**src/sv/accalu_pkg.sv**
```systemverilog
// ----------------------------------------------------------------------------
// accalu_pkg
// types and codes shared by the accumulator alu and its register file
// ----------------------------------------------------------------------------
`timescale 1ns / 1ps

package accalu_pkg;

  // function codes
  localparam logic [3:0] FUNC_ADD  = 4'd0;
  localparam logic [3:0] FUNC_ADC  = 4'd1;
  localparam logic [3:0] FUNC_SUB  = 4'd2;
  localparam logic [3:0] FUNC_SBB  = 4'd3;
  localparam logic [3:0] FUNC_AND  = 4'd4;
  localparam logic [3:0] FUNC_XOR  = 4'd5;
  localparam logic [3:0] FUNC_OR   = 4'd6;
  localparam logic [3:0] FUNC_CMP  = 4'd7;
  localparam logic [3:0] FUNC_INC  = 4'd8;
  localparam logic [3:0] FUNC_DEC  = 4'd9;
  localparam logic [3:0] FUNC_RLC  = 4'd10;
  localparam logic [3:0] FUNC_RRC  = 4'd11;
  localparam logic [3:0] FUNC_RAL  = 4'd12;
  localparam logic [3:0] FUNC_RAR  = 4'd13;
  localparam logic [3:0] FUNC_LOAD = 4'd14;

  // register indexes
  localparam logic [2:0] REG_A   = 3'd0;
  localparam logic [2:0] REG_MEM = 3'd7;  // memory slot, no storage

  localparam int RF_DEPTH = 7;

  // upper byte of the 16-bit intermediate, nonzero on carry or borrow
  localparam logic [15:0] HIGH_MASK = 16'hff00;

  typedef struct packed {
    logic [3:0] func;
    logic       use_operand;
    logic [2:0] reg_index;
    logic [7:0] operand;
  } in_item_t;

  typedef struct packed {
    logic [7:0] accumulator;
    logic [7:0] alu_result;
    logic       carry_flag;
    logic       zero_flag;
    logic       sign_flag;
    logic       parity_flag;
  } out_item_t;

  typedef struct packed {
    logic carry;
    logic zero;
    logic sign;
    logic parity;
  } flags_t;

  // state update from the alu to the register file
  typedef struct packed {
    logic       reg_we;
    logic [2:0] reg_idx;
    logic [7:0] reg_data;
    flags_t     flags;
  } rf_wr_t;

endpackage

```
**src/sv/accalu_rf.sv**
```systemverilog
// ----------------------------------------------------------------------------
// accalu_rf
// seven-entry register file plus condition flags, one write port
// ----------------------------------------------------------------------------
`timescale 1ns / 1ps

module accalu_rf (
  input  logic                clk,
  input  logic                rst_n,
  input  logic [2:0]          rd_idx,
  output logic [7:0]          rd_data,
  output logic [7:0]          acc,
  output accalu_pkg::flags_t  flags,
  input  logic                we,
  input  accalu_pkg::rf_wr_t  wr
);
  import accalu_pkg::*;

  logic [7:0] regs_r [RF_DEPTH];
  flags_t     flags_r;

  always_ff @(posedge clk) begin
    if (!rst_n) begin
      for (int i = 0; i < RF_DEPTH; i++) begin
        regs_r[i] <= 8'h00;
      end
      flags_r <= '0;
    end else if (we) begin
      if (wr.reg_we && (wr.reg_idx != REG_MEM)) begin
        regs_r[wr.reg_idx] <= wr.reg_data;
      end
      flags_r <= wr.flags;
    end
  end

  assign rd_data = (rd_idx != REG_MEM) ? regs_r[rd_idx] : 8'h00;
  assign acc     = regs_r[REG_A];
  assign flags   = flags_r;

endmodule

```
**src/sv/accalu_alu.sv**
```systemverilog
// ----------------------------------------------------------------------------
// accalu_alu
// combinational execute: operation decode, arithmetic, flags and result
// ----------------------------------------------------------------------------
`timescale 1ns / 1ps

module accalu_alu (
  input  accalu_pkg::in_item_t  item,
  input  logic [7:0]            acc,
  input  accalu_pkg::flags_t    flags,
  input  logic [7:0]            rd_data,
  output accalu_pkg::rf_wr_t    wr,
  output accalu_pkg::out_item_t result
);
  import accalu_pkg::*;

  logic [7:0]  reg_src;
  logic [7:0]  src;
  logic        ci;
  logic [15:0] add_t;
  logic [15:0] sub_t;
  logic [7:0]  res;
  logic        upd_zsp;
  flags_t      flags_n;
  logic        reg_we;
  logic [2:0]  reg_idx;

  // memory slot reads the operand byte
  assign reg_src = (item.reg_index == REG_MEM) ? item.operand : rd_data;
  assign src     = item.use_operand ? item.operand : reg_src;
  assign ci      = ((item.func == FUNC_ADC) || (item.func == FUNC_SBB)) & flags.carry;
  assign add_t   = {8'h00, acc} + {8'h00, src} + {15'd0, ci};
  assign sub_t   = {8'h00, acc} - {8'h00, src} - {15'd0, ci};

  always_comb begin
    res     = 8'h00;
    upd_zsp = 1'b0;
    flags_n = flags;
    reg_we  = 1'b0;
    reg_idx = REG_A;
    unique case (item.func) inside
      FUNC_ADD, FUNC_ADC: begin
        res           = add_t[7:0];
        flags_n.carry = |(add_t & HIGH_MASK);
        upd_zsp       = 1'b1;
        reg_we        = 1'b1;
      end
      FUNC_SUB, FUNC_SBB: begin
        res           = sub_t[7:0];
        flags_n.carry = |(sub_t & HIGH_MASK);
        upd_zsp       = 1'b1;
        reg_we        = 1'b1;
      end
      FUNC_CMP: begin
        res           = sub_t[7:0];
        flags_n.carry = |(sub_t & HIGH_MASK);
        upd_zsp       = 1'b1;
      end
      FUNC_AND, FUNC_XOR, FUNC_OR: begin
        if (item.func == FUNC_AND) begin
          res = acc & src;
        end else if (item.func == FUNC_XOR) begin
          res = acc ^ src;
        end else begin
          res = acc | src;
        end
        flags_n.carry = 1'b0;
        upd_zsp       = 1'b1;
        reg_we        = 1'b1;
      end
      FUNC_INC, FUNC_DEC: begin
        res     = (item.func == FUNC_INC) ? reg_src + 8'd1 : reg_src - 8'd1;
        upd_zsp = 1'b1;
        reg_we  = (item.reg_index != REG_MEM);
        reg_idx = item.reg_index;
      end
      FUNC_RLC: begin
        res           = {acc[6:0], acc[7]};
        flags_n.carry = acc[7];
        reg_we        = 1'b1;
      end
      FUNC_RRC: begin
        res           = {acc[0], acc[7:1]};
        flags_n.carry = acc[0];
        reg_we        = 1'b1;
      end
      FUNC_RAL: begin
        res           = {acc[6:0], flags.carry};
        flags_n.carry = acc[7];
        reg_we        = 1'b1;
      end
      FUNC_RAR: begin
        res           = {flags.carry, acc[7:1]};
        flags_n.carry = acc[0];
        reg_we        = 1'b1;
      end
      FUNC_LOAD: begin
        res     = item.operand;
        reg_we  = (item.reg_index != REG_MEM);
        reg_idx = item.reg_index;
      end
      default: begin
        res = 8'h00;  // no operation
      end
    endcase
    if (upd_zsp) begin
      flags_n.zero   = (res == 8'h00);
      flags_n.sign   = res[7];
      flags_n.parity = ~^res;
    end
  end

  assign wr.reg_we   = reg_we;
  assign wr.reg_idx  = reg_idx;
  assign wr.reg_data = res;
  assign wr.flags    = flags_n;

  assign result.accumulator = (reg_we && (reg_idx == REG_A)) ? res : acc;
  assign result.alu_result  = res;
  assign result.carry_flag  = flags_n.carry;
  assign result.zero_flag   = flags_n.zero;
  assign result.sign_flag   = flags_n.sign;
  assign result.parity_flag = flags_n.parity;

endmodule

```
**src/sv/accumulator_alu_with_register_file.sv**
```systemverilog
// ----------------------------------------------------------------------------
// accumulator_alu_with_register_file
// 8-bit accumulator alu on a seven-entry register file with four flags
// ----------------------------------------------------------------------------
//
//   channel | ports                          | payload
//   --------+--------------------------------+------------------------------
//   input   | in_valid, in_stall, in_data    | func, use_operand, reg_index,
//           |                                | operand
//   output  | out_valid, out_stall, out_data | accumulator, alu_result, flags
//
// one item per cycle sustained while the output is not stalled; out_valid rises
// as the result register takes the item; it transfers when the output is free
// the figure is set by the execute stage, which reads and writes the register
// file and flags in the same cycle, so each item sees its predecessor's state
// reset clears the register file, the flags and both valid registers at once
// an output stall holds the result register and stalls the input register
// only when that register is occupied
// ----------------------------------------------------------------------------
`timescale 1ns / 1ps

module accumulator_alu_with_register_file (
  input  logic                  clk,
  input  logic                  rst_n,
  input  logic                  in_valid,
  output logic                  in_stall,
  input  accalu_pkg::in_item_t  in_data,
  output logic                  out_valid,
  input  logic                  out_stall,
  output accalu_pkg::out_item_t out_data
);
  import accalu_pkg::*;

  // input register
  logic      in_valid_r;
  in_item_t  in_item_r;

  // result register
  logic      out_valid_r;
  out_item_t out_item_r;

  // execute stage
  logic      fire;
  logic      in_xfer;
  logic [7:0] rd_data;
  logic [7:0] acc;
  flags_t    flags;
  rf_wr_t    wr;
  out_item_t result;

  // execute when an item is held and the result register can take it
  assign fire     = in_valid_r && (!out_valid_r || !out_stall);
  assign in_stall = in_valid_r && !fire;
  assign in_xfer  = in_valid && !in_stall;

  always_ff @(posedge clk) begin
    if (!rst_n) begin
      in_valid_r <= 1'b0;
    end else if (in_xfer) begin
      in_valid_r <= 1'b1;
    end else if (fire) begin
      in_valid_r <= 1'b0;
    end
  end

  // payload needs no reset
  always_ff @(posedge clk) begin
    if (in_xfer) begin
      in_item_r <= in_data;
    end
  end

  accalu_rf u_rf (
    .clk     (clk),
    .rst_n   (rst_n),
    .rd_idx  (in_item_r.reg_index),
    .rd_data (rd_data),
    .acc     (acc),
    .flags   (flags),
    .we      (fire),
    .wr      (wr)
  );

  accalu_alu u_alu (
    .item    (in_item_r),
    .acc     (acc),
    .flags   (flags),
    .rd_data (rd_data),
    .wr      (wr),
    .result  (result)
  );

  always_ff @(posedge clk) begin
    if (!rst_n) begin
      out_valid_r <= 1'b0;
    end else if (fire) begin
      out_valid_r <= 1'b1;
    end else if (!out_stall) begin
      out_valid_r <= 1'b0;
    end
  end

  always_ff @(posedge clk) begin
    if (fire) begin
      out_item_r <= result;
    end
  end

  assign out_valid = out_valid_r;
  assign out_data  = out_item_r;

endmodule

```
**config.mk**
```make
export PLATFORM = sky130hd
export DESIGN_NAME = accumulator_alu_with_register_file
export DESIGN_NICKNAME = d
export VERILOG_FILES = /design/src/sv/accalu_pkg.sv /design/src/sv/accalu_rf.sv /design/src/sv/accalu_alu.sv /design/src/sv/accumulator_alu_with_register_file.sv
export SDC_FILE = /design/constraint.sdc
export NUM_CORES = 1
export LEC_CHECK = 0
export BUFFER_PORTS_ARGS = -buffer_cell sky130_fd_sc_hd__buf_4
export CAP_MARGIN = 10
export CORE_UTILIZATION = 55
export DETAILED_ROUTE_END_ITERATION = 7
export GPL_TIMING_DRIVEN = 0
export PLACE_DENSITY = 0.72
export RECOVER_POWER = 100
export SLEW_MARGIN = 0
export SYNTH_ARGS = -nofsm -noshare
export SYNTH_HDL_FRONTEND = slang
export SYNTH_HIERARCHICAL = 1
export SYNTH_SLANG_ARGS = --single-unit
export TNS_END_PERCENT = 20
```
**constraint.sdc**
```tcl
create_clock -name clk -period 5.2 [get_ports clk]
set_clock_uncertainty 0.2 [all_clocks]
set_input_delay 1.04 -clock clk [delete_from_list [all_inputs] [get_ports clk]]
set_output_delay 1.04 -clock clk [all_outputs]
set_load 0.05 [all_outputs]
```
==> results of run 1 <==
-- final cells by class --
cell class / instances / area share
Sequential cell: 102 / 0.360
Clock buffer: 12 / 0.0317
Tap cell: 168 / 0.0259
Buffer: 48 / 0.0359
Multi-Input combinational cell: 501 / 0.468
Timing Repair Buffer: 70 / 0.0528
Clock inverter: 4 / 0.00677
Inverter: 42 / 0.0194
-- report_power, final --
group          internal [W]  switching [W]
combinational      0.000313       0.000430
sequential         0.000940      0.0000299
clock              0.000404       0.000300
total               0.00166       0.000759
-- how the worst max path moves through the flow --
stage | cells past startpoint | end
final | 25 | u_rf/flags[0]$_SDFFE_PN0P_
after CTS | 24 | u_rf/flags[0]$_SDFFE_PN0P_
after global routing | 25 | u_rf/flags[0]$_SDFFE_PN0P_
after floorplan | 24 | u_rf/flags[0]$_SDFFE_PN0P_
after global placement | 25 | u_rf/flags[0]$_SDFFE_PN0P_
after detailed placement | 25 | u_rf/flags[0]$_SDFFE_PN0P_
-- cells in the mapped netlist, types with 4 or more instances --
cell,count,area share
o31ai_1,4,0.0044
buf_2,11,0.0080
mux4_2,8,0.026
a21o_1,6,0.0065
clkbuf_1,18,0.0098
a31oi_1,8,0.0073
and2_1,14,0.013
mux2i_1,16,0.023
nand3_1,16,0.012
ha_1,36,0.065
buf_4,18,0.020
a211o_1,4,0.0051
edfxtp_1,88,0.38
a222oi_1,4,0.0058
dfxtp_1,14,0.041
o21ai_0,20,0.015
o22ai_1,9,0.0082
a21oi_1,38,0.028
and4_1,5,0.0064
fa_1,4,0.012
o21a_1,8,0.0087
nor3_1,11,0.0080
a2bb2oi_1,7,0.0089
nand2b_1,10,0.0091
xnor2_1,10,0.013
nor2_1,67,0.036
a22o_1,4,0.0051
nor2b_1,19,0.017
inv_1,42,0.023
o21bai_1,7,0.0076
a211oi_1,5,0.0054
and3b_1,4,0.0051
or3_1,4,0.0036
nand4_1,8,0.0073
mux2_2,21,0.034
nand2_1,52,0.028
nor2_2,8,0.0073
-- layer usage --
metal  wire, µm  track usage
met3       1240       0.0600
met2       9960        0.537
met5          0            0
met1       7890        0.391
met4        830        0.164
-- critical path, cell delays in order (launching register included) --
cell	delay (ps)
edfxtp_1	460
buf_6	180
buf_12	130
buf_8	130
a2111oi_4	360
a311oi_2	110
nand2_1	120
nand2_2	90
mux2_4	310
ha_4	180
fa_2	390
o21bai_1	180
a211o_1	160
nand4_1	160
buf_4	190
nor4_4	260
xnor2_1	130
a211o_1	320
inv_2	90
ha_4	200
xor2_2	170
xnor2_1	190
a21oi_1	110
buf_4	140
mux2i_1	120
nor2_1	70
-- logic make-up after synthesis --
family	count (synthesis)
multiplexers	45
XOR/XNOR	13
buffers and inverters	90
AND/OR/NAND/NOR	242
flip-flops	102
AO/OA/AOI/OAI	157
other	1
adder cells (fa/ha/maj)	40
-- repair_timing --
item                       in CTS  in global routing
gates cloned                    0                  0
gates resized for setup        34                 34
setup buffers                  11                 15
setup endpoints to repair      44                 25
hold endpoints to repair        0                  0
pin swaps                      14                 23
-- registers in the layout, indices dropped and copies added, names as in the netlist --
register,flops
out_valid,1
in_item_r,16
u_rf/flags,4
u_rf/regs_r,60
out_data,20
in_valid_r,1
-- stage by stage --
step / setup TNS, ps / total power, W
after detailed placement: -12940 / 0.00162
after global placement: -18200 / 0.00161
after global routing: -961 / 0.00251
after CTS: 0 / 0.00236
after floorplan: 0 / 0.00144
final: -53.9 / 0.00242
==> run_results.csv, run 1 <==
group,metric,value,unit
cts,cts.path.max_buffers,2,
critical_path,critPathLaunch,"in_item_r[8]$_DFFE_PP_",
finish,nFillCells,1023,
placed_design,place_area,0.00745,mm²
cts,insertion_delay,360,ps
cts,clkSlewWorstSetupHoldPaths,70,ps
routing,drtPass1Iterations,5,
critical_path,worstPathArrival,5290,ps
cts,root_buffer,"clkbuf_16",
routing,ant_nets,0,
die,fp.dieW,114,µm
sta,tightest_slew,1260,ps
logic_synthesis,synth-xor-area-share,0.0165,
critical_path,r2r-start,"in_item_r[8]$_DFFE_PP_",
grt,first_global_vias,5693,
sta,hold_viol,0,
logic_synthesis,synthCells,690,
logic_synthesis,synth_compound_area_frac,0.157,
sta,max_freq,0.190,GHz
finish,antenna_cells,0,
routing,wl_per_cell,21.0,µm
logic_synthesis,synth_top_family_by_area,"simple AND/OR/NAND/NOR gates",
cts,cts_hold_buf,0,
grt,grt-ovfl-total,0,
logic_synthesis,muxShareOfSynthArea,0.0837,
logic_synthesis,syn_area,0.00690,mm²
routing,drc_errors,0,
sta,fin_ws,-53.9,ps
sta,relSlewSlack,0.155,
routing,wirelength,19900,µm
routing,routed_via_density,6.15,
logic_synthesis,ys_async_sr_fraction,0,
status,violations,"setup timing",
finish,multi_input_area,0.00380,mm²
run,cap_viol_max_count,0,
die,initial_core_util,0.569,
finish,regArea,0.00292,mm²
die,design.die.area,0.0130,mm²
sta,setup_viol,1,
placed_design,place_ws,-827,ps
finish,mostFrequentLayoutCell,"edfxtp_1",
placed_design,dp.final_hpwl,14600,µm
finish,layout_common_cells,"edfxtp_1 (88), nor2_1 (67), clkbuf_1 (49)",
logic_synthesis,ys.flop_type,"edfxtp_1",
critical_path,start_kind,"flip-flop",
critical_path,crit_type,"reg -> reg",
logic_synthesis,synth_edf_count,88,
status,status,"finished, violations left",
finish,syn_to_final_growth,17.9,%
pwr,p_per_area,297,mW/mm²
finish,fin_cells,947,
logic_synthesis,yosys_register_bits,102,
critical_path,reg2regPathDepth,25,
critical_path,required,5240,ps
logic_synthesis,postSynthAreaPerCell,9.99,µm²
die,fp.dieH,114,µm
logic_synthesis,synth_cell_types,77,
hold_path,worstHoldEndpoint,"u_rf/regs_r[6][2]$_SDFFE_PN0P_",
cts,cts_tree,"done",
placed_design,io_buffers,41,
cts,cts_htree_levels,3,
sta,finalCritPeriodShare,1.01,
cts,cts.sinks,102,
hold_path,min_from,"u_rf/regs_r[6][2]$_SDFFE_PN0P_",
grt,antenna_found_initial,0,
logic_synthesis,synth-simple-area-share,0.181,
routing,drt-initial-drc-count,513,
logic_synthesis,synthAdderAreaFrac,0.0769,
die,boundaryPins,42,
hold_path,holdPathStages,2,
sta,holdWs,301,ps
grt,grt_pass1_wl,30700,µm
critical_path,regToRegSetupSlack,-50,ps
routing,num_vias,5824,
finish,layout.nets,834,
pwr,vdd_drop_max,0.278,mV
sta,rsz0062_at_grt,"yes",
grt,grt_util_all_layers,0.319,
cts,cts_buffers,9,
finish,fin_util,0.671,
grt,grt_max_degree,19,
die,num_rows,40,
sta,finalMaxSlewViolations,0,
placed_design,gp_congestion,0.902,
sta,layout_min_cycle_time,5250,ps
hold_path,hold_path_class,"reg -> reg",
critical_path,endpoint_kind,"flip-flop",
placed_design,dp_cells,904,
finish,fin_area,0.00813,mm²
logic_synthesis,yosys_warnings,6,
critical_path,rr_endpoint,"u_rf/flags[0]$_SDFFE_PN0P_",
finish,drive_gt1_frac,0.212,
logic_synthesis,yosysSeqAreaShare,0.424,
pwr,leakage,3.19,nW
critical_path,cp_max_fo,6,
die,core,0.0121,mm²
Power figures use the tool's default switching activity.
==> run 2: changes to the inputs <==
--- a/config.mk
+++ b/config.mk
@@ -5,12 +5,12 @@
 export SDC_FILE = /design/constraint.sdc
 export NUM_CORES = 1
 export LEC_CHECK = 0
-export BUFFER_PORTS_ARGS = -buffer_cell sky130_fd_sc_hd__buf_4
 export CAP_MARGIN = 10
 export CORE_UTILIZATION = 55
 export DETAILED_ROUTE_END_ITERATION = 7
+export DONT_BUFFER_PORTS = 1
 export GPL_TIMING_DRIVEN = 0
-export PLACE_DENSITY = 0.72
+export PLACE_DENSITY = 0.69
 export RECOVER_POWER = 100
 export SLEW_MARGIN = 0
 export SYNTH_ARGS = -nofsm -noshare
==> constraint.sdc (replaced) <==
create_clock -name clk -period 4.5 [get_ports clk]
set_clock_uncertainty 0.2 [all_clocks]
set_input_delay 0.9 -clock clk [delete_from_list [all_inputs] [get_ports clk]]
set_output_delay 0.9 -clock clk [all_outputs]
set_load 0.05 [all_outputs]
==> run_results.csv, run 2 (same netlist as run 1, synthesis figures left out) <==
group,metric,value,unit
hold_path,worstHoldEndpoint,"u_rf/regs_r[6][2]$_SDFFE_PN0P_",
routing,routed_via_density,6.18,
die,initial_core_util,0.569,
finish,syn_to_final_growth,20.6,%
cts,cts_buffers,9,
critical_path,cp.buffers_inverters,3,
hold_path,hold_path_class,"reg -> reg",
pwr,vdd_drop_max,0.276,mV
finish,fin_cells,914,
critical_path,crit_type,"reg -> reg",
grt,first_global_vias,5412,
grt,antenna_found_initial,0,
die,fp.dieW,114,µm
routing,num_vias,5645,
pwr,p_sw,0.000912,W
sta,max_freq,0.200,GHz
pwr,seqPwrFrac,0.422,
sta,relSlewSlack,-0.180,
critical_path,path_cells,"buf_6, mux4_2, nor2b_4, a311oi_4, nand2_1, nand2_2, mux2_4, ha_4, fa_2, o21bai_1, a211o_1, nand4_1, buf_6, nor3_4, a311o_1, nand4b_1, inv_2, ha_4, xor2_2, xnor2_1, a21oi_1, mux2i_1, nor2_1",
die,num_rows,40,
die,boundaryPins,42,
placed_design,place_ws,-1090,ps
finish,nFillCells,952,
routing,drc_errors,0,
critical_path,endpoint_kind,"flip-flop",
placed_design,io_buffers,0,
critical_path,cp_slowest_cell,"mux4_2",
sta,setup_viol,43,
cts,clkSlewWorstSetupHoldPaths,70,ps
sta,finalMaxSlewViolations,17,
sta,layout_min_cycle_time,5000,ps
hold_path,holdPathStages,2,
routing,drtPass1Iterations,4,
finish,layout.nets,801,
placed_design,dp.final_hpwl,14200,µm
sta,rsz0062_at_grt,"yes",
grt,grt_max_degree,19,
sta,hold_viol,0,
critical_path,start_kind,"flip-flop",
cts,cts_hold_buf,0,
cts,cts.path.max_buffers,2,
critical_path,reg2regPathDepth,23,
critical_path,regToRegSetupSlack,-500,ps
critical_path,r2r-start,"in_item_r[8]$_DFFE_PP_",
critical_path,required,4540,ps
sta,finalCritPeriodShare,1.11,
pwr,p_per_area,336,mW/mm²
pwr,comb_power_share,0.306,
cts,cts_tree,"done",
cts,root_buffer,"clkbuf_16",
sta,tightest_slew,1770,ps
critical_path,rr_endpoint,"u_rf/flags[0]$_SDFFE_PN0P_",
placed_design,place_area,0.00723,mm²
finish,top_register,"u_rf/regs_r",
cts,insertion_delay,360,ps
critical_path,crit_family,"multiplexers",
status,status,"finished, violations left",
cts,cts_htree_levels,3,
grt,grt-ovfl-total,0,
cts,cts.sinks,102,
die,core,0.0121,mm²
placed_design,dp_cells,862,
pwr,switching_share,0.326,
critical_path,worstPathArrival,5030,ps
routing,wl_per_cell,21.7,µm
placed_design,gp_congestion,0.930,
routing,drt-initial-drc-count,507,
status,violations,"capacitance limit, slew limit, setup timing",
routing,wirelength,19900,µm
pwr,leakage,3.22,nW
critical_path,cp_max_fo,4,
critical_path,crit_path_max_incr_delay,550,ps
pwr,finalPower,0.00280,W
finish,mostFrequentLayoutCell,"edfxtp_1",
finish,antenna_cells,0,
hold_path,min_from,"u_rf/regs_r[6][2]$_SDFFE_PN0P_",
finish,largest_reg_flops,60,
routing,ant_nets,0,
finish,regArea,0.00292,mm²
pwr,intPower,0.00188,W
finish,fin_util,0.687,
finish,layout_common_cells,"edfxtp_1 (88), nor2_1 (60), nand2_1 (44)",
die,fp.dieH,114,µm
grt,grt_pass1_wl,29700,µm
die,design.die.area,0.0130,mm²
run,cap_viol_max_count,1,
pwr,power_frac_clock,0.272,
grt,grt_util_all_layers,0.311,
finish,drive_gt1_frac,0.272,
sta,fin_ws,-496,ps
finish,fin_area,0.00832,mm²
finish,multi_input_area,0.00411,mm²
## run 2: cell type report
cell class                      count  area share
Buffer                             46      0.0340
Tap cell                          168      0.0253
Inverter                           42      0.0196
Clock inverter                      6     0.00662
Clock buffer                       10      0.0287
Multi-Input combinational cell    501       0.494
Sequential cell                   102       0.351
Timing Repair Buffer               39      0.0400
## run 2: layer usage
layer / GRT usage / wire length (µm) / vias to the layer above
li1: - / - / 2624
met1: 0.388 / 8190 / 2745
met2: 0.520 / 9520 / 231
met3: 0.0542 / 1270 / 45
met4: 0.157 / 865 / 0
met5: 0 / 0 / -
## run 2: how the worst max path moves through the flow
stage,cells after the start,endpoint,slack (ps),from
floorplan,24,u_rf/flags[0]$_SDFFE_PN0P_,-110,in_item_r[8]$_DFFE_PP_
global placement,25,u_rf/flags[0]$_SDFFE_PN0P_,-930,in_item_r[9]$_DFFE_PP_
detailed placement,25,u_rf/flags[0]$_SDFFE_PN0P_,-1090,in_item_r[9]$_DFFE_PP_
CTS,22,u_rf/flags[0]$_SDFFE_PN0P_,-590,in_item_r[8]$_DFFE_PP_
global route,23,u_rf/flags[0]$_SDFFE_PN0P_,-640,in_item_r[8]$_DFFE_PP_
finish,23,u_rf/flags[0]$_SDFFE_PN0P_,-500,in_item_r[8]$_DFFE_PP_
## run 2: worst reg2reg max path, cell delays in order, from the launching register on
cell and delay [ps]:
edfxtp_1 430, buf_6 170, mux4_2 550, nor2b_4 150, a311oi_4 60, nand2_1 110, nand2_2 70, mux2_4 310
ha_4 180, fa_2 410, o21bai_1 150, a211o_1 170, nand4_1 110, buf_6 170, nor3_4 160, a311o_1 240
nand4b_1 250, inv_2 150, ha_4 210, xor2_2 180, xnor2_1 150, a21oi_1 100, mux2i_1 140, nor2_1 60
## run 2: timing repair
item                       4_1_cts  5_1_grt
resized for setup               52       76
gates cloned                     0        1
pin swaps                       32       37
setup endpoints to repair       67       66
setup buffers                   20       18
## run 2: through the flow
step | TNS (ps) | hold WS, ps
floorplan | -106 | 251
global placement | -63240 | 274
detailed placement | -34220 | 278
CTS | -10790 | 292
global route | -16030 | 324
finish | -10210 | 292
## run 2: power by group through the flow
stage	registers [W]	clock network [W]	logic, W
after global routing	0.00118	0.000803	0.000917
after floorplan	0.00118	0	0.000500
after detailed placement	0.00120	0	0.000645
after CTS	0.00118	0.000770	0.000724
after global placement	0.00120	0	0.000629
final	0.00118	0.000759	0.000856
==> run 3: changes to the inputs <==
--- a/config.mk
+++ b/config.mk
@@ -5,12 +5,12 @@
 export SDC_FILE = /design/constraint.sdc
 export NUM_CORES = 1
 export LEC_CHECK = 0
+export BUFFER_PORTS_ARGS = -buffer_cell sky130_fd_sc_hd__buf_4
 export CAP_MARGIN = 10
-export CORE_UTILIZATION = 55
+export CORE_UTILIZATION = 30
 export DETAILED_ROUTE_END_ITERATION = 7
-export DONT_BUFFER_PORTS = 1
 export GPL_TIMING_DRIVEN = 0
-export PLACE_DENSITY = 0.69
+export PLACE_DENSITY = 0.43
 export RECOVER_POWER = 100
 export SLEW_MARGIN = 0
 export SYNTH_ARGS = -nofsm -noshare
==> run_results.csv, run 3 (same netlist as run 1, synthesis figures left out) <==
group,metric,value,unit
status,status,"finished, violations left",
status,violations,"setup timing",
cts,root_buffer,"clkbuf_16",
sta,fin_ws,-560,ps
cts,clkSlewWorstSetupHoldPaths,80,ps
routing,drtPass1Iterations,5,
finish,nFillCells,2263,
die,fp.dieW,154,µm
grt,first_global_vias,5742,
routing,wirelength,22100,µm
pwr,vdd_drop_max,0.218,mV
die,core,0.0226,mm²
grt,grt_pass1_wl,34100,µm
finish,layout_common_cells,"edfxtp_1 (88), nor2_1 (65), nand2_1 (44)",
placed_design,dp_cells,1022,
finish,fin_cells,1071,
grt,grt_util_all_layers,0.194,
placed_design,dp.final_hpwl,16600,µm
critical_path,required,4400,ps
grt,antenna_found_initial,0,
finish,antenna_cells,0,
routing,num_vias,5664,
sta,hold_viol,0,
finish,mostFrequentLayoutCell,"edfxtp_1",
sta,layout_min_cycle_time,5060,ps
finish,syn_to_final_growth,25.3,%
finish,drive_gt1_frac,0.266,
critical_path,reg2regPathDepth,22,
hold_path,holdPathStages,2,
critical_path,start_kind,"flip-flop",
die,fp.dieH,154,µm
die,initial_core_util,0.305,
cts,cts_tree,"done",
critical_path,cp_max_fo,6,
placed_design,io_buffers,41,
sta,relSlewSlack,0.384,
hold_path,min_from,"u_rf/regs_r[6][2]$_SDFFE_PN0P_",
routing,drt-initial-drc-count,405,
routing,ant_nets,0,
critical_path,rr_endpoint,"u_rf/regs_r[2][6]$_SDFFCE_PN0P_",
routing,drc_errors,0,
placed_design,place_ws,-1090,ps
sta,tns,-12500,ps
hold_path,worstHoldEndpoint,"u_rf/regs_r[6][2]$_SDFFE_PN0P_",
sta,tightest_slew,923,ps
finish,fin_util,0.383,
grt,grt-ovfl-total,0,
routing,wl_per_cell,20.7,µm
pwr,p_per_area,324,mW/mm²
die,boundaryPins,42,
sta,rsz0062_at_grt,"yes",
routing,routed_via_density,5.29,
critical_path,crit_type,"reg -> reg",
critical_path,r2r-start,"in_item_r[8]$_DFFE_PP_",
sta,finalMaxSlewViolations,0,
sta,holdWs,305,ps
die,num_rows,55,
critical_path,endpoint_kind,"flip-flop",
grt,grt_max_degree,19,
cts,cts_htree_levels,3,
cts,cts.path.max_buffers,2,
sta,setup_viol,37,
finish,layout.nets,841,
run,cap_viol_max_count,0,
critical_path,regToRegSetupSlack,-560,ps
cts,insertion_delay,360,ps
finish,top_register,"u_rf/regs_r",
hold_path,hold_path_class,"reg -> reg",
finish,largest_reg_flops,60,
die,design.die.area,0.0236,mm²
placed_design,gp_congestion,0.886,
sta,max_freq,0.198,GHz
cts,cts.sinks,102,
cts,cts_buffers,9,
critical_path,worstPathArrival,4960,ps
pwr,leakage,3.33,nW
sta,finalCritPeriodShare,1.12,
-- run 3: changes by cell type in the layout (fill, tap and decap cells not counted), moves of 3 or more --
cell,previous run,this run
buf_4,38,42
clkbuf_4,1,17
inv_1,33,36
nor2_1,60,65
clkbuf_1,21,42
a21oi_1,33,36
nor2_4,5,1
buf_12,1,4
buf_6,12,9
-- run 3: stage by stage --
stage	area (µm²)	power, W
floorplan	7000	0.00168
global placement	7670	0.00190
detailed placement	7710	0.00191
CTS	8580	0.00280
global route	8640	0.00294
finish	8640	0.00280
-- run 3: critical path, cell delays in order, from the launching register on --
cell	delay, ps
edfxtp_1	370
buf_6	170
mux4_2	550
nor2b_2	140
a311oi_2	60
nand2_1	110
nand2_2	80
mux2_4	310
ha_4	170
fa_2	360
o21bai_1	140
a211o_1	160
nand4_1	160
buf_4	200
nor4_4	320
xnor2_2	140
a211o_2	400
buf_4	150
buf_6	120
buf_6	110
and4_4	210
nand2_8	110
nor2_2	50
-- run 3: final cells by class --
cell class                      count  area, µm²  share of cell area
Multi-Input combinational cell    501       4010               0.464
Sequential cell                   102       2920               0.338
Timing Repair Buffer               78        584              0.0676
Tap cell                          285        357              0.0413
Buffer                             47        322              0.0372
Clock buffer                       10        229              0.0265
Inverter                           42        158              0.0182
Clock inverter                      6       57.6             0.00666
-- run 3: layer usage --
| metal | GRT usage | part of all wire | vias to the layer above |
|---|---|---|---|
| met5 | 0 | 0 | - |
| met4 | 0.0643 | 0.025 | 0 |
| met3 | 0.0276 | 0.035 | 28 |
| met2 | 0.330 | 0.49 | 119 |
| met1 | 0.251 | 0.45 | 2796 |
| li1 | - | - | 2721 |
-- run 3: worst max-delay path by stage --
stage                                      start                              end  slack [ps]  depth (start not counted)
after CTS                 in_item_r[8]$_DFFE_PP_       u_rf/flags[0]$_SDFFE_PN0P_        -530                         24
after floorplan           in_item_r[8]$_DFFE_PP_       u_rf/flags[0]$_SDFFE_PN0P_        -110                         24
after global placement                 out_stall      u_rf/regs_r[5][6]$_DFFE_PP_       -1350                          4
after detailed placement  in_item_r[8]$_DFFE_PP_       u_rf/flags[0]$_SDFFE_PN0P_       -1090                         26
final                     in_item_r[8]$_DFFE_PP_  u_rf/regs_r[2][6]$_SDFFCE_PN0P_        -560                         22
after global routing      in_item_r[8]$_DFFE_PP_       u_rf/flags[0]$_SDFFE_PN0P_        -720                         23
-- run 3: repair_timing --
item / CTS / global route
gates resized for setup: 64 / 38
cloned: 2 / 0
buffers inserted: 28 / 5
pin swaps: 15 / 24
hold buffers: 0 / 0
setup endpoints to repair: 70 / 63
-- run 3: where the power goes --
part | leakage, nW | switching, W | internal (W)
clock | 0.132 | 0.000369 | 0.000384
sequential | 0.999 | 0.0000340 | 0.00109
combinational | 2.20 | 0.000520 | 0.000407
